[config.mk]
export PLATFORM = sky130hd
export DESIGN_NAME = rational_accumulator_reduce_top
export DESIGN_NICKNAME = d
export VERILOG_FILES = /design/src/rtl/rar_pkg.sv /design/src/rtl/rational_accumulator_reduce_top.sv /design/src/rtl/rar_ctrl.sv /design/src/rtl/rar_datapath.sv
export VERILOG_INCLUDE_DIRS = /design/src /design/src/rtl
export SDC_FILE = /design/constraint.sdc
export NUM_CORES = 2
export LEC_CHECK = 0
export ABC_CLOCK_PERIOD_IN_PS = 10940
export BUFFER_PORTS_ARGS = -buffer_cell sky130_fd_sc_hd__buf_2
export CAP_MARGIN = 20
export CORE_UTILIZATION = 40
export CTS_CLUSTER_SIZE = 10
export DETAILED_ROUTE_END_ITERATION = 10
export SYNTH_ARGS = -nofsm -noshare
export SYNTH_HDL_FRONTEND = slang
export SYNTH_SLANG_ARGS = --single-unit
[constraint.sdc]
create_clock -name clock -period 10.94 [get_ports clock]
set_input_delay 1.641 -clock clock [delete_from_list [all_inputs] [get_ports clock]]
set_output_delay 1.641 -clock clock [all_outputs]
set_load 0.02 [all_outputs]
[src/rtl/rational_accumulator_reduce_top_macros.svh]
// Assertion macros shared by the rational accumulator RTL.
// Expects signals named clock and reset in the scope of each use.
`ifndef RATIONAL_ACCUMULATOR_REDUCE_TOP_MACROS_SVH
`define RATIONAL_ACCUMULATOR_REDUCE_TOP_MACROS_SVH

// Same-cycle implication, muted while reset is high.
`define RAR_ASSERT_IMPL(label, pre, post, msg) \
   label: assert property (@(posedge clock) disable iff (reset) (pre) |-> (post)) \
      else $error(msg);

// Next-cycle implication, muted while reset is high.
`define RAR_ASSERT_NEXT(label, pre, post, msg) \
   label: assert property (@(posedge clock) disable iff (reset) (pre) |=> (post)) \
      else $error(msg);

`endif

[src/rtl/rar_pkg.sv]
// Shared constants, codes and control/status types for the rational accumulator.
// No dependencies; imported by rar_ctrl, rar_datapath and the top level.
`default_nettype none

package rar_pkg;

   localparam int STATE_BITS   = 32;
   localparam int OPERAND_BITS = 16;
   localparam int PROD_BITS    = STATE_BITS + OPERAND_BITS;
   localparam int CNT_BITS     = $clog2(STATE_BITS);
   localparam logic [CNT_BITS-1:0] DIV_LAST = CNT_BITS'(STATE_BITS - 1);

   typedef logic [1:0] op_type;
   localparam op_type OP_LOAD = 2'd0;
   localparam op_type OP_ADD  = 2'd1;
   localparam op_type OP_MUL  = 2'd2;

   typedef logic [1:0] status_type;
   localparam status_type STATUS_OK       = 2'd0;
   localparam status_type STATUS_ZERO_DEN = 2'd1;
   localparam status_type STATUS_OVERFLOW = 2'd2;

   // Multiplier operand selection
   typedef logic [1:0] mul_sel_type;
   localparam mul_sel_type MUL_DEN   = 2'd0;  // held_den * operand_den
   localparam mul_sel_type MUL_NUM   = 2'd1;  // held_num * operand_num or operand_den
   localparam mul_sel_type MUL_CROSS = 2'd2;  // operand_num * held_den

   typedef struct packed {
      logic        accept;
      logic        mul_en;
      mul_sel_type mul_sel;
      logic        form;
      logic        gcd_step;
      logic        div_step;
      logic        out_load;
   } cmd_type;

   typedef struct packed {
      op_type op;
      logic   reduce_req;
      logic   gcd_equal;
      logic   div_last;
   } stat_type;

endpackage

`default_nettype wire

[src/rtl/rational_accumulator_reduce_top.sv]
// Rational accumulator with gcd reduction: top level.
// Instantiates rar_ctrl and rar_datapath; depends on rar_pkg.
//
// Usage:
//   Input channel req_*: operation (load, add, multiply) and a 16-bit signed
//   operand fraction. An item is taken on a clock edge with req_valid high and
//   req_stall low. Result channel rsp_*: the stored fraction after the item and
//   a status (ok, add with a zero denominator, overflow). Every item yields
//   exactly one result. One item is in flight at a time.
//   After accept, the sequencer forms the denominator product, then for an add
//   or multiply the numerator product, for an add also the cross product; it
//   then forms the candidate fraction and, once the result register is free, loads it.
//   When an add or multiply result has positive numerator and denominator, the
//   binary gcd loop first runs one step per cycle and the bit-serial divider
//   then produces one quotient bit per cycle before the result is loaded.
//   Reset (synchronous, active high) sets the fraction to 0/1 and empties the
//   result register. While the receiver holds rsp_stall, the result stays put;
//   one new item can still be accepted and computed, then the block waits with
//   req_stall high until the waiting result is taken.
`default_nettype none

module rational_accumulator_reduce_top
   import rar_pkg::*;
(
   input  wire logic                           clock,
   input  wire logic                           reset,
   input  wire logic                           req_valid,
   output logic                                req_stall,
   input  wire op_type                         req_operation,
   input  wire logic signed [OPERAND_BITS-1:0] req_operand_numerator,
   input  wire logic signed [OPERAND_BITS-1:0] req_operand_denominator,
   output logic                                rsp_valid,
   input  wire logic                           rsp_stall,
   output logic signed [STATE_BITS-1:0]        rsp_result_numerator,
   output logic signed [STATE_BITS-1:0]        rsp_result_denominator,
   output status_type                          rsp_status
);

   cmd_type  cmd;
   stat_type stat;

   // sequencer: handshakes and one command set per cycle
   rar_ctrl u_ctrl (
      .clock     (clock),
      .reset     (reset),
      .req_valid (req_valid),
      .req_stall (req_stall),
      .rsp_valid (rsp_valid),
      .rsp_stall (rsp_stall),
      .stat      (stat),
      .cmd       (cmd)
   );

   // arithmetic, held fraction and result register
   rar_datapath u_datapath (
      .clock                   (clock),
      .reset                   (reset),
      .cmd                     (cmd),
      .stat                    (stat),
      .req_operation           (req_operation),
      .req_operand_numerator   (req_operand_numerator),
      .req_operand_denominator (req_operand_denominator),
      .rsp_result_numerator    (rsp_result_numerator),
      .rsp_result_denominator  (rsp_result_denominator),
      .rsp_status              (rsp_status)
   );

endmodule

`default_nettype wire

[src/rtl/rar_ctrl.sv]
// Sequencer for the rational accumulator: handshakes and step commands.
// Depends on rar_pkg; drives rar_datapath through cmd_type.
`default_nettype none

module rar_ctrl
   import rar_pkg::*;
(
   input  wire logic     clock,
   input  wire logic     reset,
   input  wire logic     req_valid,
   output logic          req_stall,
   output logic          rsp_valid,
   input  wire logic     rsp_stall,
   input  wire stat_type stat,
   output cmd_type       cmd
);

   localparam logic [2:0] S_IDLE  = 3'd0;
   localparam logic [2:0] S_MULD  = 3'd1;
   localparam logic [2:0] S_MULN  = 3'd2;
   localparam logic [2:0] S_MULX  = 3'd3;
   localparam logic [2:0] S_FORM  = 3'd4;
   localparam logic [2:0] S_GCD   = 3'd5;
   localparam logic [2:0] S_DIV   = 3'd6;
   localparam logic [2:0] S_OUT   = 3'd7;

   logic [2:0] state_ff, state_in;
   logic       rsp_valid_ff, rsp_valid_in;
   logic       out_free;

   assign out_free  = !rsp_valid_ff || !rsp_stall;
   assign req_stall = (state_ff != S_IDLE);
   assign rsp_valid = rsp_valid_ff;

   always_comb begin
      state_in = state_ff;
      cmd      = '0;
      cmd.mul_sel = MUL_DEN;
      unique case (state_ff)
         S_IDLE: begin
            if (req_valid) begin
               cmd.accept = 1'b1;
               state_in   = S_MULD;
            end
         end
         S_MULD: begin
            cmd.mul_en  = 1'b1;
            cmd.mul_sel = MUL_DEN;
            state_in    = (stat.op == OP_ADD || stat.op == OP_MUL) ? S_MULN : S_FORM;
         end
         S_MULN: begin
            cmd.mul_en  = 1'b1;
            cmd.mul_sel = MUL_NUM;
            state_in    = (stat.op == OP_ADD) ? S_MULX : S_FORM;
         end
         S_MULX: begin
            cmd.mul_en  = 1'b1;
            cmd.mul_sel = MUL_CROSS;
            state_in    = S_FORM;
         end
         S_FORM: begin
            cmd.form = 1'b1;
            state_in = stat.reduce_req ? S_GCD : S_OUT;
         end
         S_GCD: begin
            cmd.gcd_step = 1'b1;
            if (stat.gcd_equal) begin
               state_in = S_DIV;
            end
         end
         S_DIV: begin
            cmd.div_step = 1'b1;
            if (stat.div_last) begin
               state_in = S_OUT;
            end
         end
         S_OUT: begin
            // hold until the output register is free
            if (out_free) begin
               cmd.out_load = 1'b1;
               state_in     = S_IDLE;
            end
         end
         default: begin
            state_in = S_IDLE;
         end
      endcase
   end

   always_comb begin
      if (cmd.out_load) begin
         rsp_valid_in = 1'b1;
      end else if (rsp_stall) begin
         rsp_valid_in = rsp_valid_ff;
      end else begin
         rsp_valid_in = 1'b0;
      end
   end

   always_ff @(posedge clock) begin
      if (reset) begin
         state_ff     <= S_IDLE;
         rsp_valid_ff <= 1'b0;
      end else begin
         state_ff     <= state_in;
         rsp_valid_ff <= rsp_valid_in;
      end
   end

endmodule

`default_nettype wire

[src/rtl/rar_datapath.sv]
// Datapath for the rational accumulator: held fraction, shared multiplier,
// binary GCD unit, bit-serial dividers and result register. Depends on rar_pkg.
`default_nettype none

`include "rational_accumulator_reduce_top_macros.svh"

module rar_datapath
   import rar_pkg::*;
(
   input  wire logic                           clock,
   input  wire logic                           reset,
   input  wire cmd_type                        cmd,
   output stat_type                            stat,
   input  wire op_type                         req_operation,
   input  wire logic signed [OPERAND_BITS-1:0] req_operand_numerator,
   input  wire logic signed [OPERAND_BITS-1:0] req_operand_denominator,
   output logic signed [STATE_BITS-1:0]        rsp_result_numerator,
   output logic signed [STATE_BITS-1:0]        rsp_result_denominator,
   output status_type                          rsp_status
);

   // held fraction
   logic signed [STATE_BITS-1:0]   hn_ff, hn_in, hd_ff, hd_in;
   // captured item
   op_type                         op_ff;
   logic signed [OPERAND_BITS-1:0] on_ff, od_ff;
   // products
   logic signed [STATE_BITS-1:0]   pd_ff, pn_ff, px_ff;
   logic                           ovf_ff, ovf_in;
   // candidate fraction
   logic signed [STATE_BITS-1:0]   cand_n_ff, cand_n_in, cand_d_ff, cand_d_in;
   status_type                     status_ff, status_in;
   logic                           commit_ff, commit_in;
   logic                           reduce_in;
   // gcd
   logic [STATE_BITS-1:0]          ga_ff, ga_in, gb_ff, gb_in;
   logic [CNT_BITS-1:0]            gk_ff, gk_in;
   // divide
   logic [STATE_BITS-1:0]          g_ff, g_in;
   logic [STATE_BITS-1:0]          qn_ff, qn_in, qd_ff, qd_in;
   logic [STATE_BITS-1:0]          rn_ff, rn_in, rd_ff, rd_in;
   logic [CNT_BITS-1:0]            cnt_ff, cnt_in;
   // result register
   logic signed [STATE_BITS-1:0]   out_n_ff, out_n_in, out_d_ff, out_d_in;
   status_type                     out_s_ff, out_s_in;

   logic signed [STATE_BITS-1:0]   mul_a;
   logic signed [OPERAND_BITS-1:0] mul_b;
   logic signed [PROD_BITS-1:0]    prod;
   logic                           prod_ovf;
   logic signed [STATE_BITS:0]     sum;
   logic                           sum_ovf;
   logic signed [STATE_BITS-1:0]   on_ext, od_ext;
   logic                           gcd_eq;
   logic [STATE_BITS-1:0]          rn_sh, rd_sh;

   assign on_ext = {{(STATE_BITS-OPERAND_BITS){on_ff[OPERAND_BITS-1]}}, on_ff};
   assign od_ext = {{(STATE_BITS-OPERAND_BITS){od_ff[OPERAND_BITS-1]}}, od_ff};

   // shared signed multiplier, one product per cycle
   always_comb begin
      unique case (cmd.mul_sel)
         MUL_DEN: begin
            mul_a = hd_ff;
            mul_b = od_ff;
         end
         MUL_NUM: begin
            mul_a = hn_ff;
            mul_b = (op_ff == OP_ADD) ? od_ff : on_ff;
         end
         MUL_CROSS: begin
            mul_a = hd_ff;
            mul_b = on_ff;
         end
         default: begin
            mul_a = hd_ff;
            mul_b = od_ff;
         end
      endcase
   end

   assign prod     = PROD_BITS'(mul_a) * PROD_BITS'(mul_b);
   assign prod_ovf = (prod[PROD_BITS-1:STATE_BITS-1] !=
                      {(PROD_BITS-STATE_BITS+1){prod[STATE_BITS-1]}});

   assign sum     = {pn_ff[STATE_BITS-1], pn_ff} + {px_ff[STATE_BITS-1], px_ff};
   assign sum_ovf = sum[STATE_BITS] ^ sum[STATE_BITS-1];

   // form the candidate fraction and status
   always_comb begin
      cand_n_in = hn_ff;
      cand_d_in = hd_ff;
      status_in = STATUS_OK;
      commit_in = 1'b0;
      unique case (op_ff)
         OP_LOAD: begin
            cand_n_in = on_ext;
            cand_d_in = od_ext;
            commit_in = 1'b1;
         end
         OP_ADD: begin
            if (hd_ff == '0 || od_ff == '0) begin
               status_in = STATUS_ZERO_DEN;
            end else if (ovf_ff || sum_ovf) begin
               status_in = STATUS_OVERFLOW;
            end else begin
               cand_n_in = sum[STATE_BITS-1:0];
               cand_d_in = pd_ff;
               commit_in = 1'b1;
            end
         end
         OP_MUL: begin
            if (ovf_ff) begin
               status_in = STATUS_OVERFLOW;
            end else begin
               cand_n_in = pn_ff;
               cand_d_in = pd_ff;
               commit_in = 1'b1;
            end
         end
         default: begin
            commit_in = 1'b0;
         end
      endcase
      reduce_in = commit_in && (op_ff != OP_LOAD) &&
                  !cand_n_in[STATE_BITS-1] && (cand_n_in != '0) &&
                  !cand_d_in[STATE_BITS-1] && (cand_d_in != '0);
   end

   assign gcd_eq = (ga_ff == gb_ff);
   assign rn_sh  = {rn_ff[STATE_BITS-2:0], qn_ff[STATE_BITS-1]};
   assign rd_sh  = {rd_ff[STATE_BITS-2:0], qd_ff[STATE_BITS-1]};

   always_comb begin
      hn_in  = hn_ff;
      hd_in  = hd_ff;
      ovf_in = ovf_ff;
      ga_in  = ga_ff;
      gb_in  = gb_ff;
      gk_in  = gk_ff;
      g_in   = g_ff;
      qn_in  = qn_ff;
      qd_in  = qd_ff;
      rn_in  = rn_ff;
      rd_in  = rd_ff;
      cnt_in = cnt_ff;
      out_n_in = out_n_ff;
      out_d_in = out_d_ff;
      out_s_in = out_s_ff;

      if (cmd.accept) begin
         ovf_in = 1'b0;
      end else if (cmd.mul_en) begin
         ovf_in = ovf_ff | prod_ovf;
      end

      if (cmd.form) begin
         ga_in = cand_n_in;
         gb_in = cand_d_in;
         gk_in = '0;
      end

      // binary gcd: strip common twos, then subtract odd from odd
      if (cmd.gcd_step) begin
         if (gcd_eq) begin
            g_in   = ga_ff << gk_ff;
            qn_in  = cand_n_ff;
            qd_in  = cand_d_ff;
            rn_in  = '0;
            rd_in  = '0;
            cnt_in = '0;
         end else if (!ga_ff[0] && !gb_ff[0]) begin
            ga_in = ga_ff >> 1;
            gb_in = gb_ff >> 1;
            gk_in = gk_ff + CNT_BITS'(1);
         end else if (!ga_ff[0]) begin
            ga_in = ga_ff >> 1;
         end else if (!gb_ff[0]) begin
            gb_in = gb_ff >> 1;
         end else if (ga_ff > gb_ff) begin
            ga_in = (ga_ff - gb_ff) >> 1;
         end else begin
            gb_in = (gb_ff - ga_ff) >> 1;
         end
      end

      // restoring division of both parts, one quotient bit per cycle
      if (cmd.div_step) begin
         if (rn_sh >= g_ff) begin
            rn_in = rn_sh - g_ff;
            qn_in = {qn_ff[STATE_BITS-2:0], 1'b1};
         end else begin
            rn_in = rn_sh;
            qn_in = {qn_ff[STATE_BITS-2:0], 1'b0};
         end
         if (rd_sh >= g_ff) begin
            rd_in = rd_sh - g_ff;
            qd_in = {qd_ff[STATE_BITS-2:0], 1'b1};
         end else begin
            rd_in = rd_sh;
            qd_in = {qd_ff[STATE_BITS-2:0], 1'b0};
         end
         cnt_in = cnt_ff + CNT_BITS'(1);
      end

      if (cmd.out_load) begin
         if (commit_ff) begin
            hn_in = cand_n_ff;
            hd_in = cand_d_ff;
         end
         out_n_in = commit_ff ? cand_n_ff : hn_ff;
         out_d_in = commit_ff ? cand_d_ff : hd_ff;
         out_s_in = status_ff;
      end
   end

   always_ff @(posedge clock) begin
      if (reset) begin
         hn_ff <= '0;
         hd_ff <= STATE_BITS'(1);
      end else begin
         hn_ff <= hn_in;
         hd_ff <= hd_in;
      end
   end

   always_ff @(posedge clock) begin
      if (cmd.accept) begin
         op_ff <= req_operation;
         on_ff <= req_operand_numerator;
         od_ff <= req_operand_denominator;
      end
      if (cmd.mul_en) begin
         unique case (cmd.mul_sel)
            MUL_DEN:   pd_ff <= prod[STATE_BITS-1:0];
            MUL_NUM:   pn_ff <= prod[STATE_BITS-1:0];
            MUL_CROSS: px_ff <= prod[STATE_BITS-1:0];
            default:   pd_ff <= prod[STATE_BITS-1:0];
         endcase
      end
      if (cmd.form) begin
         cand_n_ff <= cand_n_in;
         cand_d_ff <= cand_d_in;
         status_ff <= status_in;
         commit_ff <= commit_in;
      end else if (cmd.div_step && cnt_ff == DIV_LAST) begin
         cand_n_ff <= qn_in;
         cand_d_ff <= qd_in;
      end
      ovf_ff   <= ovf_in;
      ga_ff    <= ga_in;
      gb_ff    <= gb_in;
      gk_ff    <= gk_in;
      g_ff     <= g_in;
      qn_ff    <= qn_in;
      qd_ff    <= qd_in;
      rn_ff    <= rn_in;
      rd_ff    <= rd_in;
      cnt_ff   <= cnt_in;
      out_n_ff <= out_n_in;
      out_d_ff <= out_d_in;
      out_s_ff <= out_s_in;
   end

   assign stat.op         = op_ff;
   assign stat.reduce_req = reduce_in;
   assign stat.gcd_equal  = gcd_eq;
   assign stat.div_last   = (cnt_ff == DIV_LAST);

   assign rsp_result_numerator   = out_n_ff;
   assign rsp_result_denominator = out_d_ff;
   assign rsp_status             = out_s_ff;

   `RAR_ASSERT_NEXT(a_error_keeps_state, cmd.out_load && status_ff != STATUS_OK, $stable(hn_ff) && $stable(hd_ff), "held fraction changed on an error item")
   `RAR_ASSERT_IMPL(a_gcd_pair_nonzero, cmd.gcd_step, ga_ff != '0 && gb_ff != '0, "gcd unit reached a zero operand")
   `RAR_ASSERT_IMPL(a_divisor_nonzero, cmd.div_step, g_ff != '0, "divider started with a zero divisor")

endmodule

`default_nettype wire
Word-level counts from Yosys, hierarchy flattened
Index checks and enable logic that the tools add are counted.

$add $sub $neg: 7. $mul: 1. Order comparisons: 3. Equality and inequality tests: 19. Shift operators: 1. Muxes and demuxes: 78. Bitwise logic cells: 3. Reduce and logical (&&, ||, !) cells: 35.

Operator list (number): $mux W32 (33); $pmux W32 S3 (2); $mux W31 (6); $ge A32 B32 Y1 (2); $reduce_bool A32 Y1 (2); $sub A32 B32 Y32 (2); $sub A31 B31 Y31 (2); $mul A32 B16 Y48 (1); $mux W5 (7); $add A32 B32 Y33 (1); $eq A32 B32 Y1 (1); $gt A32 B32 Y1 (1); $logic_not A32 Y1 (1); $pmux W16 S2 (1); $shl A32 B5 Y32 (1); $pmux W3 S8 (1); $mux W3 (6); $logic_not A16 Y1 (1); $mux W16 (1); $ne A16 B16 Y1 (1); $mux W1 (14); $eq A3 B3 Y1 const B (4); $add A5 B1 Y5 const B (2); $reduce_and A2 Y1 (5); other kinds (23) (49).

Register bits after elaboration: 564. Bits of input ports: 38. Output and inout bits: 68. Word-level logic and storage cells: 174.

Longest topological paths before layout
Depth after elaboration: 13. Gate-level depth with buffers: 39. Depth with buffers taken out: 35.

Hierarchy
From an unflattened synthesis, not the netlist that was laid out.

Cells, all modules: 5637. Area, all modules: 52406.5 um2.

Modules (own cells, without submodules): rar_datapath (instances 1, cells each 5588, area each 52056.2 um2, seq. area each 14834.2 um2); rar_ctrl (instances 1, cells each 49, area each 350.3 um2, seq. area each 80.1 um2).

Worst setup path after synthesis
OpenSTA, ideal clock, no wires.

Path type: reg-to-reg. Start: register u_ctrl.state_ff[1]. End: register u_datapath.ovf_ff. Setup time: 0.081 ns. Arrival: 9.910 ns. Data required time: 10.859 ns. Setup slack: 0.949 ns. Stages on the path, launching flop included: 33. Path buffers: 4. Clock period less this slack: 9.991 ns. Cells stage by stage: dfxtp_1 clkbuf_1 inv_1 or3_1 inv_1 ha_1 clkbuf_1 buf_1 clkbuf_1 mux2i_1 nor2_1 fa_1 inv_1 fa_1 fa_1 inv_1 fa_1 fa_1 fa_1 ha_1 a21o_1 a21o_1 a21o_1 a221o_1 a2111oi_2 nor2_1 a2111oi_4 o311ai_1 a2111oi_0 a31oi_1 and4b_1 a31o_2 a41oi_1.

Longest elaborated chain between the ends: 7.

Ends and longest elaborated chain: start: declaration (line rar_ctrl.sv:27) `logic [2:0] state_ff, state_in;`; start signal: assignment (line rar_ctrl.sv:105) `state_ff <= state_in;`; $eq A3 B2 Y1 or $eq A3 B1 Y1 (tied branches) (line rar_ctrl.sv:39) `unique case (state_ff)`; $pmux W3 S3 (line rar_ctrl.sv:39); $eq A2 B2 Y1 or $eq A2 B1 Y1 (tied branches) (line rar_datapath.sv:62) `unique case (cmd.mul_sel)`; $pmux W16 S2 or $mux W32 (tied branches) (line rar_datapath.sv:62); $mul A32 B16 Y48 (line rar_datapath.sv:82) `assign prod = PROD_BITS'(mul_a) * PROD_BITS'(mul_b);`; $ne A16 B16 Y1 (line rar_datapath.sv:83) `assign prod_ovf = (prod[PROD_BITS-1:STATE_BITS-1] !=`; $or A1 B1 Y1 (line rar_datapath.sv:154) `ovf_in = ovf_ff | prod_ovf;`; end signal: assignment (line rar_datapath.sv:250) `ovf_ff <= ovf_in;`; end: declaration (line rar_datapath.sv:29) `logic ovf_ff, ovf_in;`.

Parallel ways exist; a longest one is shown, timed or not. A chain may end at the register's enable or synchronous reset.

Final worst setup path
Ends and elaborated chain as after synthesis.

==> results_dict.tcl <==
set metrics [dict create \
    critPathRequiredTime_ns 11.53 \
    die_y_um 364 \
    synth_top_cell_by_area "edfxtp_1" \
    preCtsSetupSlack_ns 0.963 \
    syn_area_um2 52500 \
    synth.area.top_cells "edfxtp_1 21%, fa_1 19%, dfxtp_1 7.7%, ha_1 6.8%, inv_1 5.2%" \
    crit_arrival_ns 10.54 \
    hold_violations 0 \
    cp.buffers_inverters 5 \
    peakVddDrop_mv 0.136 \
    core_region_area_um2 130000 \
    post_cts_buffers 0 \
    nets 6551 \
    synth_warnings 0 \
    syn_area_per_cell_um2 9.11 \
    path_common_cell "fa_1" \
    netlist_instances 5765 \
    routabilityCongestion 0.970 \
    fin_crit_sh 0.909 \
    synth-edff-count 362 \
    setup_viol 0 \
    cts_tree "done" \
    drv_cap 0 \
    grt_max_degree 96 \
    first_pass_iters 6 \
    start_util 0.405 \
    ant_nets 0 \
    holdBufCountCts 0 \
    routedWlPerCell_um 23.8 \
    cts_sinks 564 \
    cts_root_buffer "clkbuf_16" \
    rsz0062_at_grt "no" \
    vias 43300 \
    cts_max_level 3 \
    crit_type "flop to flop" \
    tns_ns 0 \
    crit_path_start_kind "flop" \
    ys.flop_type "edfxtp_1" \
    skew_ns 0.0583 \
    rr_worst_depth 29 \
    status "complete, no violations" \
    yosysMostFrequentCell "inv_1" \
    crit_cells 29 \
    fmax_ghz 0.101 \
    clkSlewWorstSetupHoldPaths_ns 0.07 \
    grt-ovfl-total 0 \
    report.final.slew_viol_count 0 \
    yosys.cell_types.count 94 \
    fin_crit_ns 9.95 \
    drtIter0Drc 4003 \
    synth_top_area_frac 0.207 \
    antenna_found_initial 3 \
    slew_headroom 0.136 \
    die_w_um 364 \
    cp_max_fo 95 \
    holdCritPathClass "flop to flop" \
    area_delta_synth_final_pct 9.09 \
    seq_area_um2 14900 \
    synth-async-reset-ratio 0 \
    grt_pass1_vias 42600 \
    dp_cells 7403 \
    multiInputGateArea_um2 33900 \
    placementRows 132 \
    cp-end-kind "flop" \
    fin_ws_ns 0.993 \
    leakage_nw 23.8 \
    synthTopCellsByCount "725 x inv_1, 671 x nand2_1, 540 x nor2_1, 491 x fa_1, 362 x edfxtp_1" \
    synth-seq-cells 564 \
    clk-insertion-delay-late_ns 0.67 \
    powerDensity_nw_per_um2 156 \
    drc 0 \
    finalNonFillerCells 7540 \
    tightest_slew_ns 1.30 \
    viasPerCell 5.75 \
    nFillCells 12800 \
    synth_nets 6579 \
    slowest_delay_ns 0.87 \
    port_buffers 105 \
    wl_um 180000 \
    cts_resized 0 \
    cts-buffers-inserted 72 \
    grt_usage 0.271 \
    hold_depth 0 \
    place_hpwl_um 140000 \
    die_area_um2 133000 \
    num_io_pins 106 \
    grt_pass1_wl_um 270000 \
    ys_seq_area_frac 0.284 \
    slowest_stage "mux2i_1" \
    crit_family "adder cells" \
    drive_gt1_frac 0.0940 \
    cts_buffer_depth 3 \
]
[through the flow]
stage / power, mW / area, µm² / utilization / hold slack, ns
6_report: 8.93 / 57300 / 0.441 / 0.424
5_1_grt: 9.40 / 57300 / 0.441 / 0.442
4_1_cts: 8.89 / 57300 / 0.441 / 0.430
3_5_place_dp: 6.50 / 55000 / 0.423 / 0.417
3_3_place_gp: 6.51 / 54900 / 0.423 / 0.429
2_1_floorplan: 5.40 / 52500 / - / 0.400
[cells in the final DEF, fill, tap and decap left out, drive strengths merged, types with 20 or more instances in the layout]
cell | synthesis | routed
buf | 59 | 204
ha | 285 | 285
a221o | 44 | 44
a21o | 111 | 111
nor2 | 541 | 541
nand4 | 35 | 35
and3 | 25 | 25
mux2 | 157 | 157
nor2b | 33 | 33
xor2 | 59 | 59
and2 | 20 | 20
or2 | 35 | 35
a22oi | 38 | 38
a221oi | 24 | 24
edfxtp | 362 | 362
or3 | 22 | 22
a211oi | 30 | 30
nor3 | 54 | 54
mux2i | 161 | 161
nor4 | 40 | 40
xnor2 | 119 | 119
a21oi | 325 | 325
inv | 726 | 731
o22ai | 46 | 46
o21a | 20 | 20
a31oi | 37 | 37
o31ai | 23 | 23
dfxtp | 202 | 202
fa | 491 | 491
nand2b | 33 | 33
clkbuf | 247 | 115
nand3 | 122 | 122
nand2 | 671 | 671
a211o | 20 | 20
o211ai | 28 | 28
o21ai | 318 | 318
[per-layer routing]
| layer | GRT usage | routed length (µm) | vias to the layer above |
|---|---|---|---|
| li1 | - | - | 19600 |
| met1 | 0.359 | 75200 | 21600 |
| met2 | 0.436 | 82500 | 1727 |
| met3 | 0.0422 | 13600 | 343 |
| met4 | 0.120 | 8400 | 4 |
| met5 | 0.00436 | 90 | - |
[final timing paths]
kind / startpoint / endpoint / slack, ns
min: u_datapath.status_ff[0] / u_datapath.rsp_status[0] / 0.42
max reg2reg: u_ctrl.state_ff[1] / u_datapath.ovf_ff / 0.99
max: u_ctrl.state_ff[1] / u_datapath.ovf_ff / 0.99
min reg2reg: u_datapath.status_ff[0] / u_datapath.rsp_status[0] / 0.42
[where the power goes]
part           switching, mW  leakage, nW  internal [mW]
combinational           2.30         17.8           1.43
sequential             0.333         4.95           2.50
clock                  0.990         1.11           1.37
[kinds of logic after synthesis]
group | count (synthesis) | synth area share
simple gates | 1669 | 0.139
compound gates | 1216 | 0.149
buf+inv | 1034 | 0.0749
fa+ha+maj | 776 | 0.255
flops | 564 | 0.284
mux | 328 | 0.0686
xor+xnor | 178 | 0.0297
[cell type report]
class                      count  area share
antenna                        1   0.0000437
clock buffer                 115      0.0351
clock inverter                19     0.00518
inverter                     728      0.0477
multi-input combinational   4167       0.591
sequential                   564       0.260
tap                         1742      0.0380
timing repair buffer         204      0.0225
No activity file was read; power rests on OpenSTA's default activity.
